===== src/hdl/fra_pkg.sv =====
// Shared types, codes and constants of the fan-out reply aggregator.
package fra_pkg;

  localparam int Slots      = 16;
  localparam int MaxNodes   = 32;
  localparam int MaxResults = 16;
  localparam int ResCntW    = $clog2(MaxResults + 1);

  localparam logic [15:0] WindowReset = 16'd1000;
  localparam logic [5:0]  ErrSat      = 6'd63;

  typedef enum logic [1:0] {
    CmdOpen = 2'd0,
    CmdErr  = 2'd1,
    CmdTick = 2'd2
  } cmd_e;

  typedef enum logic [1:0] {
    KindOpenOk  = 2'd0,
    KindOpenRej = 2'd1,
    KindFinal   = 2'd2
  } kind_e;

  typedef enum logic [1:0] {
    StIdle,
    StScan,
    StDone
  } state_e;

  typedef struct packed {
    logic [1:0]  command;
    logic [31:0] stream_id;
    logic [5:0]  sent_count;
    logic [31:0] error_code;
  } in_item_t;

  typedef struct packed {
    logic [1:0]  kind;
    logic [31:0] out_stream_id;
    logic [5:0]  error_count;
    logic [5:0]  expected_count;
    logic [31:0] verdict_code;
    logic        last;
  } out_item_t;

  typedef struct packed {
    logic [31:0] stream;
    logic [5:0]  expected;
    logic [5:0]  errors;
    logic [31:0] first_err;
    logic [15:0] countdown;
  } slot_t;

  // sequencer -> update unit
  typedef struct packed {
    cmd_e     cmd;
    logic     busy;
    logic     res_full;
    in_item_t item;
  } scan_ctx_t;

  // update unit -> sequencer
  typedef struct packed {
    logic      hit;
    logic      set_busy;
    logic      clr_busy;
    logic      wr_en;
    slot_t     wr_entry;
    logic      res_valid;
    out_item_t res;
  } slot_eval_t;

endpackage


===== src/hdl/fra_stream_if.sv =====
// Valid/ready stream interface used for the input, result and config channels.
interface fra_stream_if #(
  parameter type payload_t = logic
);
  logic     valid;
  logic     ready;
  payload_t data;

  modport source (output valid, output data, input ready);
  modport sink (input valid, input data, output ready);
endinterface


===== src/hdl/fra_slot_mem.sv =====
// Slot table storage: one write port, one registered read port.
module fra_slot_mem import fra_pkg::*; #(
  parameter int SLOTS = Slots
) (
  input  logic                                      clk_i,
  input  logic                                      wr_en_i,
  input  logic [((SLOTS > 1) ? $clog2(SLOTS) : 1)-1:0] wr_addr_i,
  input  slot_t                                     wr_data_i,
  input  logic [((SLOTS > 1) ? $clog2(SLOTS) : 1)-1:0] rd_addr_i,
  output slot_t                                     rd_data_o
);

  slot_t mem_q [SLOTS];
  slot_t rd_data_q;

  always_ff @(posedge clk_i) begin
    if (wr_en_i) begin
      mem_q[wr_addr_i] <= wr_data_i;
    end
  end

  always_ff @(posedge clk_i) begin
    rd_data_q <= mem_q[rd_addr_i];
  end

  assign rd_data_o = rd_data_q;

endmodule


===== src/hdl/fra_slot_eval.sv =====
// Shared slot update unit: evaluates one slot against the current command.
module fra_slot_eval import fra_pkg::*; (
  input  scan_ctx_t   ctx_i,
  input  slot_t       entry_i,
  input  logic [15:0] window_i,
  output slot_eval_t  ev_o
);

  logic [5:0]  errs_n;
  logic [31:0] first_n;
  logic        match;
  logic        expired;

  assign errs_n  = (entry_i.errors == ErrSat) ? entry_i.errors : entry_i.errors + 6'd1;
  assign first_n = (entry_i.first_err != 32'd0) ? entry_i.first_err :
                   (ctx_i.item.error_code != 32'd0) ? ctx_i.item.error_code : 32'd1;
  assign match   = ctx_i.busy && (entry_i.stream == ctx_i.item.stream_id);
  assign expired = entry_i.countdown <= 16'd1;

  always_comb begin
    ev_o          = '0;
    ev_o.wr_entry = entry_i;
    unique case (ctx_i.cmd)
      CmdOpen: begin
        if (!ctx_i.busy) begin
          ev_o.hit                = 1'b1;
          ev_o.set_busy           = 1'b1;
          ev_o.wr_en              = 1'b1;
          ev_o.wr_entry.stream    = ctx_i.item.stream_id;
          ev_o.wr_entry.expected  = ctx_i.item.sent_count;
          ev_o.wr_entry.errors    = 6'd0;
          ev_o.wr_entry.first_err = 32'd0;
          ev_o.wr_entry.countdown = window_i;
          ev_o.res_valid          = 1'b1;
          ev_o.res.kind           = KindOpenOk;
          ev_o.res.out_stream_id  = ctx_i.item.stream_id;
          ev_o.res.expected_count = ctx_i.item.sent_count;
        end
      end
      CmdErr: begin
        if (match) begin
          ev_o.hit = 1'b1;
          if (errs_n >= entry_i.expected) begin
            ev_o.clr_busy           = 1'b1;
            ev_o.res_valid          = 1'b1;
            ev_o.res.kind           = KindFinal;
            ev_o.res.out_stream_id  = entry_i.stream;
            ev_o.res.error_count    = errs_n;
            ev_o.res.expected_count = entry_i.expected;
            ev_o.res.verdict_code   = first_n;
          end else begin
            ev_o.wr_en              = 1'b1;
            ev_o.wr_entry.errors    = errs_n;
            ev_o.wr_entry.first_err = first_n;
          end
        end
      end
      CmdTick: begin
        if (ctx_i.busy) begin
          if (expired && !ctx_i.res_full) begin
            ev_o.clr_busy           = 1'b1;
            ev_o.res_valid          = 1'b1;
            ev_o.res.kind           = KindFinal;
            ev_o.res.out_stream_id  = entry_i.stream;
            ev_o.res.error_count    = entry_i.errors;
            ev_o.res.expected_count = entry_i.expected;
            ev_o.res.verdict_code   = entry_i.first_err;
          end else if (expired) begin
            // result rows used up: retire on the next tick
            ev_o.wr_en              = 1'b1;
            ev_o.wr_entry.countdown = 16'd0;
          end else begin
            ev_o.wr_en              = 1'b1;
            ev_o.wr_entry.countdown = entry_i.countdown - 16'd1;
          end
        end
      end
      default: begin
      end
    endcase
  end

endmodule


===== src/hdl/fra_seq.sv =====
// Scan sequencer: busy bits, slot walk, result holding and output register.
module fra_seq import fra_pkg::*; #(
  parameter int SLOTS = Slots
) (
  input  logic                                      clk_i,
  input  logic                                      rst_ni,
  input  logic                                      in_valid_i,
  output logic                                      in_ready_o,
  input  in_item_t                                  in_item_i,
  output logic                                      out_valid_o,
  input  logic                                      out_ready_i,
  output out_item_t                                 out_item_o,
  input  slot_eval_t                                ev_i,
  output scan_ctx_t                                 ctx_o,
  output logic [((SLOTS > 1) ? $clog2(SLOTS) : 1)-1:0] rd_addr_o,
  output logic                                      wr_en_o,
  output logic [((SLOTS > 1) ? $clog2(SLOTS) : 1)-1:0] wr_addr_o,
  output slot_t                                     wr_entry_o
);

  localparam int IdxW = (SLOTS > 1) ? $clog2(SLOTS) : 1;
  localparam logic [IdxW-1:0] LastIdx = IdxW'(SLOTS - 1);

  state_e               state_q, state_d;
  logic [IdxW-1:0]      idx_q, idx_d;
  logic [ResCntW-1:0]   cnt_q, cnt_d;
  logic [SLOTS-1:0]     busy_q, busy_d;
  in_item_t             item_q, item_d;
  logic                 pend_valid_q, pend_valid_d;
  out_item_t            pend_q, pend_d;
  logic                 out_valid_q, out_valid_d;
  out_item_t            out_q, out_d;

  cmd_e      in_cmd, cmd_q;
  logic      accept, known_cmd, sent_bad, last_slot, open_miss;
  logic      scan_res_valid, out_free, stall, step;
  out_item_t scan_res, reject_res;

  assign in_cmd    = cmd_e'(in_item_i.command);
  assign cmd_q     = cmd_e'(item_q.command);
  assign accept    = in_valid_i && (state_q == StIdle);
  assign known_cmd = (in_cmd == CmdOpen) || (in_cmd == CmdErr) || (in_cmd == CmdTick);
  assign sent_bad  = (in_item_i.sent_count == 6'd0) ||
                     (in_item_i.sent_count > 6'(MaxNodes));
  assign last_slot = idx_q == LastIdx;
  assign open_miss = (state_q == StScan) && (cmd_q == CmdOpen) && last_slot && !ev_i.hit;
  assign out_free  = !out_valid_q || out_ready_i;

  always_comb begin
    reject_res                = '0;
    reject_res.kind           = KindOpenRej;
    reject_res.out_stream_id  = (state_q == StIdle) ? in_item_i.stream_id : item_q.stream_id;
    reject_res.expected_count = (state_q == StIdle) ? in_item_i.sent_count : item_q.sent_count;
  end

  assign scan_res_valid = (state_q == StScan) && (ev_i.res_valid || open_miss);
  assign scan_res       = open_miss ? reject_res : ev_i.res;
  assign stall          = scan_res_valid && pend_valid_q && !out_free;
  assign step           = (state_q == StScan) && !stall;

  // next state
  always_comb begin
    state_d = state_q;
    unique case (state_q)
      StIdle: begin
        if (accept) begin
          if ((in_cmd == CmdOpen) && sent_bad) begin
            state_d = StDone;
          end else if (known_cmd) begin
            state_d = StScan;
          end
        end
      end
      StScan: begin
        if (step && (ev_i.hit || last_slot)) begin
          state_d = StDone;
        end
      end
      StDone: begin
        if (!pend_valid_q || out_free) begin
          state_d = StIdle;
        end
      end
      default: state_d = StIdle;
    endcase
  end

  // datapath and outputs
  always_comb begin
    idx_d        = '0;
    cnt_d        = cnt_q;
    busy_d       = busy_q;
    item_d       = item_q;
    pend_valid_d = pend_valid_q;
    pend_d       = pend_q;
    out_valid_d  = out_valid_q && !out_ready_i;
    out_d        = out_q;

    unique case (state_q)
      StIdle: begin
        if (accept) begin
          item_d = in_item_i;
          cnt_d  = '0;
          if ((in_cmd == CmdOpen) && sent_bad) begin
            pend_valid_d = 1'b1;
            pend_d       = reject_res;
          end
        end
      end
      StScan: begin
        if (stall) begin
          idx_d = idx_q;
        end else begin
          if (!(ev_i.hit || last_slot)) begin
            idx_d = idx_q + IdxW'(1);
          end
          if (ev_i.set_busy) begin
            busy_d[idx_q] = 1'b1;
          end
          if (ev_i.clr_busy) begin
            busy_d[idx_q] = 1'b0;
          end
          if (ev_i.res_valid && (cmd_q == CmdTick)) begin
            cnt_d = cnt_q + ResCntW'(1);
          end
          if (scan_res_valid) begin
            if (pend_valid_q) begin
              out_valid_d = 1'b1;
              out_d       = pend_q;
            end
            pend_valid_d = 1'b1;
            pend_d       = scan_res;
          end
        end
      end
      StDone: begin
        if (pend_valid_q && out_free) begin
          out_valid_d  = 1'b1;
          out_d        = pend_q;
          out_d.last   = 1'b1;
          pend_valid_d = 1'b0;
        end
      end
      default: begin
      end
    endcase

    in_ready_o     = state_q == StIdle;
    out_valid_o    = out_valid_q;
    out_item_o     = out_q;
    rd_addr_o      = idx_d;
    wr_en_o        = step && ev_i.wr_en;
    wr_addr_o      = idx_q;
    wr_entry_o     = ev_i.wr_entry;
    ctx_o.cmd      = cmd_q;
    ctx_o.busy     = busy_q[idx_q];
    ctx_o.res_full = cnt_q >= ResCntW'(MaxResults);
    ctx_o.item     = item_q;
  end

  always_ff @(posedge clk_i or negedge rst_ni) begin
    if (!rst_ni) begin
      state_q      <= StIdle;
      idx_q        <= '0;
      cnt_q        <= '0;
      busy_q       <= '0;
      pend_valid_q <= 1'b0;
      out_valid_q  <= 1'b0;
    end else begin
      state_q      <= state_d;
      idx_q        <= idx_d;
      cnt_q        <= cnt_d;
      busy_q       <= busy_d;
      pend_valid_q <= pend_valid_d;
      out_valid_q  <= out_valid_d;
    end
  end

  always_ff @(posedge clk_i) begin
    item_q <= item_d;
    pend_q <= pend_d;
    out_q  <= out_d;
  end

  a_idx_range: assert property (@(posedge clk_i) disable iff (!rst_ni)
    (state_q == StScan) |-> (idx_q <= LastIdx))
    else $error("scan index past last slot");

  a_idle_no_pend: assert property (@(posedge clk_i) disable iff (!rst_ni)
    (state_q == StIdle) |-> !pend_valid_q)
    else $error("held result left behind at idle");

  a_single_result: assert property (@(posedge clk_i) disable iff (!rst_ni)
    ((state_q == StScan) && (cmd_q != CmdTick) && scan_res_valid) |-> !pend_valid_q)
    else $error("open or reply produced more than one result");

  a_cnt_bound: assert property (@(posedge clk_i) disable iff (!rst_ni)
    cnt_q <= ResCntW'(MaxResults))
    else $error("tick result count overflow");

  a_stall_holds: assert property (@(posedge clk_i) disable iff (!rst_ni)
    stall |=> ((state_q == StScan) && (idx_q == $past(idx_q)) && pend_valid_q))
    else $error("scan moved during result stall");

endmodule


===== src/hdl/fanout_reply_aggregator.sv =====
// Fan-out reply aggregator: outstanding-request completion table, top level.
// Throughput: one command at a time. An open walks the slots up to the lowest
//   free one, a reply up to its match, a tick all SLOTS; the slot walk goes
//   through the one shared update unit, one slot per cycle unless a result stall holds it.
// The last result goes from the held register to the output register in the done state.
// Reset clears all busy bits at once; slot entries stay unset until an open writes them.
module fanout_reply_aggregator import fra_pkg::*; #(
  parameter int SLOTS = Slots
) (
  input  logic        clk_i,
  input  logic        rst_ni,
  fra_stream_if.sink   in_if,
  fra_stream_if.source out_if,
  fra_stream_if.sink   cfg_if
);

  localparam int IdxW = (SLOTS > 1) ? $clog2(SLOTS) : 1;

  // deadline window register, loaded into a slot's countdown at open
  logic [15:0] window_q;

  slot_eval_t      ev;
  scan_ctx_t       ctx;
  slot_t           rd_entry, wr_entry;
  logic [IdxW-1:0] rd_addr, wr_addr;
  logic            wr_en;
  in_item_t        in_item;
  out_item_t       out_item;

  assign cfg_if.ready = 1'b1;

  always_ff @(posedge clk_i or negedge rst_ni) begin
    if (!rst_ni) begin
      window_q <= WindowReset;
    end else if (cfg_if.valid && cfg_if.ready) begin
      window_q <= 16'(cfg_if.data);
    end
  end

  assign in_item     = in_if.data;
  assign out_if.data = out_item;

  // sequencer: walks slots, owns busy bits, holds back each result in a register
  // so the last flag is known before it leaves
  fra_seq #(
    .SLOTS (SLOTS)
  ) u_seq (
    .clk_i       (clk_i),
    .rst_ni      (rst_ni),
    .in_valid_i  (in_if.valid),
    .in_ready_o  (in_if.ready),
    .in_item_i   (in_item),
    .out_valid_o (out_if.valid),
    .out_ready_i (out_if.ready),
    .out_item_o  (out_item),
    .ev_i        (ev),
    .ctx_o       (ctx),
    .rd_addr_o   (rd_addr),
    .wr_en_o     (wr_en),
    .wr_addr_o   (wr_addr),
    .wr_entry_o  (wr_entry)
  );

  // shared update unit: stream compare, error fold, countdown
  fra_slot_eval u_eval (
    .ctx_i    (ctx),
    .entry_i  (rd_entry),
    .window_i (window_q),
    .ev_o     (ev)
  );

  fra_slot_mem #(
    .SLOTS (SLOTS)
  ) u_mem (
    .clk_i     (clk_i),
    .wr_en_i   (wr_en),
    .wr_addr_i (wr_addr),
    .wr_data_i (wr_entry),
    .rd_addr_i (rd_addr),
    .rd_data_o (rd_entry)
  );

endmodule


===== src/flat_wrapper.sv =====
// flat-port wrapper written by rule: the top's interface ports become plain ports
module fanout_reply_aggregator_flat import fra_pkg::*;
#(
  parameter int SLOTS = Slots
)
  (clk_i, rst_ni, in_if_valid, in_if_data, in_if_ready, out_if_valid, out_if_data, out_if_ready, cfg_if_valid, cfg_if_data, cfg_if_ready);
  fra_stream_if #(.payload_t(in_item_t)) in_if_i ();
  fra_stream_if #(.payload_t(out_item_t)) out_if_i ();
  fra_stream_if #(.payload_t(logic [15:0])) cfg_if_i ();
  input  logic clk_i;
  input  logic rst_ni;
  input wire logic [$bits(in_if_i.valid)-1:0] in_if_valid;
  input wire logic [$bits(in_if_i.data)-1:0] in_if_data;
  output wire logic [$bits(in_if_i.ready)-1:0] in_if_ready;
  output wire logic [$bits(out_if_i.valid)-1:0] out_if_valid;
  output wire logic [$bits(out_if_i.data)-1:0] out_if_data;
  input wire logic [$bits(out_if_i.ready)-1:0] out_if_ready;
  input wire logic [$bits(cfg_if_i.valid)-1:0] cfg_if_valid;
  input wire logic [$bits(cfg_if_i.data)-1:0] cfg_if_data;
  output wire logic [$bits(cfg_if_i.ready)-1:0] cfg_if_ready;
  assign in_if_i.valid = in_if_valid;
  assign in_if_i.data = in_if_data;
  assign in_if_ready = in_if_i.ready;
  assign out_if_valid = out_if_i.valid;
  assign out_if_data = out_if_i.data;
  assign out_if_i.ready = out_if_ready;
  assign cfg_if_i.valid = cfg_if_valid;
  assign cfg_if_i.data = cfg_if_data;
  assign cfg_if_ready = cfg_if_i.ready;
  fanout_reply_aggregator #(.SLOTS(SLOTS)) u_core (.clk_i(clk_i), .rst_ni(rst_ni), .in_if(in_if_i), .out_if(out_if_i), .cfg_if(cfg_if_i));
endmodule

===== config.mk =====
export PLATFORM = sky130hd
export DESIGN_NAME = fanout_reply_aggregator_flat
export DESIGN_NICKNAME = d
export VERILOG_FILES = /design/src/hdl/fra_pkg.sv /design/src/hdl/fra_stream_if.sv /design/src/hdl/fra_slot_mem.sv /design/src/hdl/fra_slot_eval.sv /design/src/hdl/fra_seq.sv /design/src/hdl/fanout_reply_aggregator.sv /design/src/flat_wrapper.sv
export SDC_FILE = /design/constraint.sdc
export NUM_CORES = 2
export LEC_CHECK = 0
export BUFFER_PORTS_ARGS = -buffer_cell sky130_fd_sc_hd__buf_2
export CAP_MARGIN = 10
export CORE_MARGIN = 1.5
export CORE_UTILIZATION = 35
export CTS_CLUSTER_DIAMETER = 50
export DETAILED_ROUTE_END_ITERATION = 6
export GPL_TIMING_DRIVEN = 0
export SLEW_MARGIN = 10
export SYNTH_ARGS = -nofsm -noshare
export SYNTH_HDL_FRONTEND = slang
export SYNTH_SLANG_ARGS = --single-unit

===== constraint.sdc =====
create_clock -name clk_i -period 19.3 [get_ports clk_i]
set_clock_uncertainty 0.1 [all_clocks]
set_input_delay 4.825 -clock clk_i [delete_from_list [all_inputs] [get_ports clk_i]]
set_output_delay 4.825 -clock clk_i [all_outputs]
set_load 0.1 [all_outputs]

==> metrics.txt <==
status=finished, final reports clean; vias in the first global route=44196; Final Critical Period=8520 ps; Synth Area per Inst=15.8 um2; RR Startpoint=u_core.u_mem.rd_data_o[48]$_DFF_P_; Critical Path Source Type=primary input; CTS tree=built; PD cells=155 nW/um2; Final Power=13300 uW; first-pass GRT wire length=310000 um; Placer Congestion=0.873; Skew-Pair Late Insertion Delay=850 ps; drt first pass iters=5; Initial Utilization=35.1%; DR vias=45172; clock root cell=clkbuf_16; Residual DRC=0; Slew headroom=4.69%; initial antenna violation count=16; CTS Sinks=1838; Post-Syn Nets=4770; Routed WL per cell=26.9 um; r2r worst-path depth=16; setup TNS=0 ps; Crit Path Max Fanout=10; post-route ant nets=0; fill count=18862; HP Class=reg2reg; number of max-cap violations=0; die area=213000 um2; Hold Violations, Final=0; Cell Area, Synth=73500 um2; final setup vio count=0; final period utilization=44.2%; Worst EP arrival=9190 ps; PortBufs=172; CTS resizes=0; GRT Util Overall=20.0%; Finished Layout Cells=8080; fin. max-slew vios=0; Post-Synthesis Cells=4655; Die Ht=461 um; critical path endpoint category=flop; worst path required time=19970 ps; DR iter-0 viols=5066; synth unique cells=63; most common cell after layout, fill and taps aside=edfxtp_1; RSZ-0062 raised after global routing=false; Routed Wire Length=217000 um; post-placement cell count=7726; Post-synth ARST share=2.45%; GRT overflow=0; largest net degree at the start of global routing=46; Worst-Margin Slew=1430 ps; Reg2Reg Setup Slack=12520 ps; share of cells above drive strength 1=13.3%; vias per std cell=5.59; Leak=0.0278 uW; Clk pin slew, worst setup/hold paths=60 ps; Crit Reg-Reg Endpoint=u_core.u_mem.rd_data_o[83]$_DFF_P_; core area=209000 um2; num rows=168; CTS H-tree depth=4; CTS Buffer Depth=3; IO Count=175; Fin Hold WS=319 ps; Post-synth EDFFs=1701; post-synthesis register bit count=1838; crit path capture=u_core.u_mem.rd_data_o[83]$_DFF_P_; nets=5222; Synth Flop Type=edfxtp_1; TritonCTS Buffers=183; die width=461 um; Layout area overhead=16.7%; hold buffers post-CTS=0; Crit Path Class=in2reg; DP HPWL=153000 um; sequential-to-total area share from yosys stat=73.5%; Max Freq=117 MHz; CP startpoint=out_if_ready; Worst VDD drop=134 uV; most frequent cells in the layout=edfxtp_1 (1701), mux2i_1 (381), and3_1 (377); postcts setup bufs=0; yosys warns=0
logic make-up after synthesis:
family / count (synthesis) / synth area share [%]
DFF: 1838 / 73.5
xor gates and xnor gates: 36 / 0.429
adders and majority gates: 22 / 0.375
buffers and inverters: 423 / 2.54
and+or+nand+nor: 904 / 6.74
other: 1 / 0.00510
muxes: 405 / 5.62
AOI/OAI and AO/OA: 1026 / 10.7
layout make-up:
cell class / instances / area (um2) / share of cell area [%]
buffer: 399 / 1790 / 2.09
sequential: 1838 / 54100 / 63.0
clock buffer: 238 / 4980 / 5.81
antenna: 10 / 25.0 / 0.0292
clock inverter: 105 / 1050 / 1.23
multi-input combinational: 2394 / 17700 / 20.7
timing repair buffer: 267 / 2490 / 2.91
inverter: 24 / 90.1 / 0.105
tap: 2805 / 3510 / 4.09
report_power, final:
group / total, uW / switching [uW] / leakage, uW / internal, uW
Clock: 3570 / 1540 / 0.00292 / 2030
Sequential: 5620 / 248 / 0.0168 / 5370
Combinational: 4070 / 2970 / 0.00800 / 1100
flip-flops by register name, indices dropped and copies added, names as in the netlist, 2 cells and up:
register / cells
u_core.u_seq.busy_q: 16
u_core.u_seq.ctx_o: 70
u_core.window_q: 16
u_core.u_mem.mem_q: 1472
u_core.u_seq.state_q: 2
u_core.u_seq.out_item_o: 79
u_core.u_seq.pend_q: 78
u_core.u_seq.wr_addr_o: 4
u_core.u_mem.rd_data_o: 92
u_core.u_seq.cnt_q: 5
u_core.u_seq.cmd_q: 2
critical path, stage by stage:
cell and delay (ps):
buf_2 180, nor2b_1 410, nand3_1 190, a21oi_2 360
mux2i_2 530, clkbuf_2 660, clkbuf_1 520, a211oi_1 110
a2111oi_0 1130, or4_1 260
synthesized netlist by cell type, drive strengths merged, types with 3 or more instances:
cell     instances  area [um2]
edfxtp        1701       51100
mux2i          382        3830
and3           380        2380
a211oi         371        2790
a2111oi        368        3220
clkbuf         305        1140
nand2          217         830
nor2           108         405
buf             94         631
or4             94         706
dfxtp           92        1840
a21oi           88         444
a22oi           79         621
dfrtp           39         976
xnor2           35         307
o21ai           30         150
a31oi           28         175
nor4            25         156
inv             24        90.1
ha              22         275
mux2            19         214
nor3            19        95.1
nand4           17         106
o22ai           17         106
and2            12        75.1
nand3           12        60.1
a22o            11        96.3
a211o            6        52.6
a221o            6        60.1
dfstp            6         158
nor2b            6        37.5
a21boi           5        37.5
o21a             5        37.5
mux4             4        90.1
a21o             3        22.5
nand3b           3        22.5
or3              3        23.8
worst min-delay path by stage:
stage,cells after the start,to,from
floorplan,0,u_core.u_seq.out_item_o[10]$_DFFE_PP_,u_core.u_seq.pend_q[10]$_SDFFCE_PP0P_
global route,0,u_core.u_seq.out_item_o[12]$_DFFE_PP_,u_core.u_seq.pend_q[12]$_SDFFCE_PP0P_
detailed placement,0,u_core.u_seq.out_item_o[53]$_DFFE_PP_,u_core.u_seq.pend_q[53]$_DFFE_PP_
finish,0,u_core.u_seq.out_item_o[12]$_DFFE_PP_,u_core.u_seq.pend_q[12]$_SDFFCE_PP0P_
CTS,0,u_core.u_seq.out_item_o[59]$_DFFE_PP_,u_core.u_seq.pend_q[59]$_DFFE_PP_
global placement,0,u_core.u_seq.out_item_o[74]$_DFFE_PP_,u_core.u_seq.pend_q[74]$_DFFE_PP_
routing by layer:
layer	global-route usage [%]	share of wire [%]	routed length, um
met1	26.0	40	87900
met2	32.4	48	103000
met3	3.49	7.0	15300
met4	9.60	4.8	10500
met5	0	0	0
per-stage QoR:
stage / setup WS (ps) / instance area, um2 / utilization, %
after detailed placement: 10110 / 79700 / 38.1
after CTS: 10990 / 85700 / 41.0
after global placement: 3090 / 77900 / 37.2
final: 10780 / 85700 / 41.0
after floorplan: 7430 / 73500 / -
after global routing: 10670 / 85700 / 41.0
(Power assumes the default switching activity.)
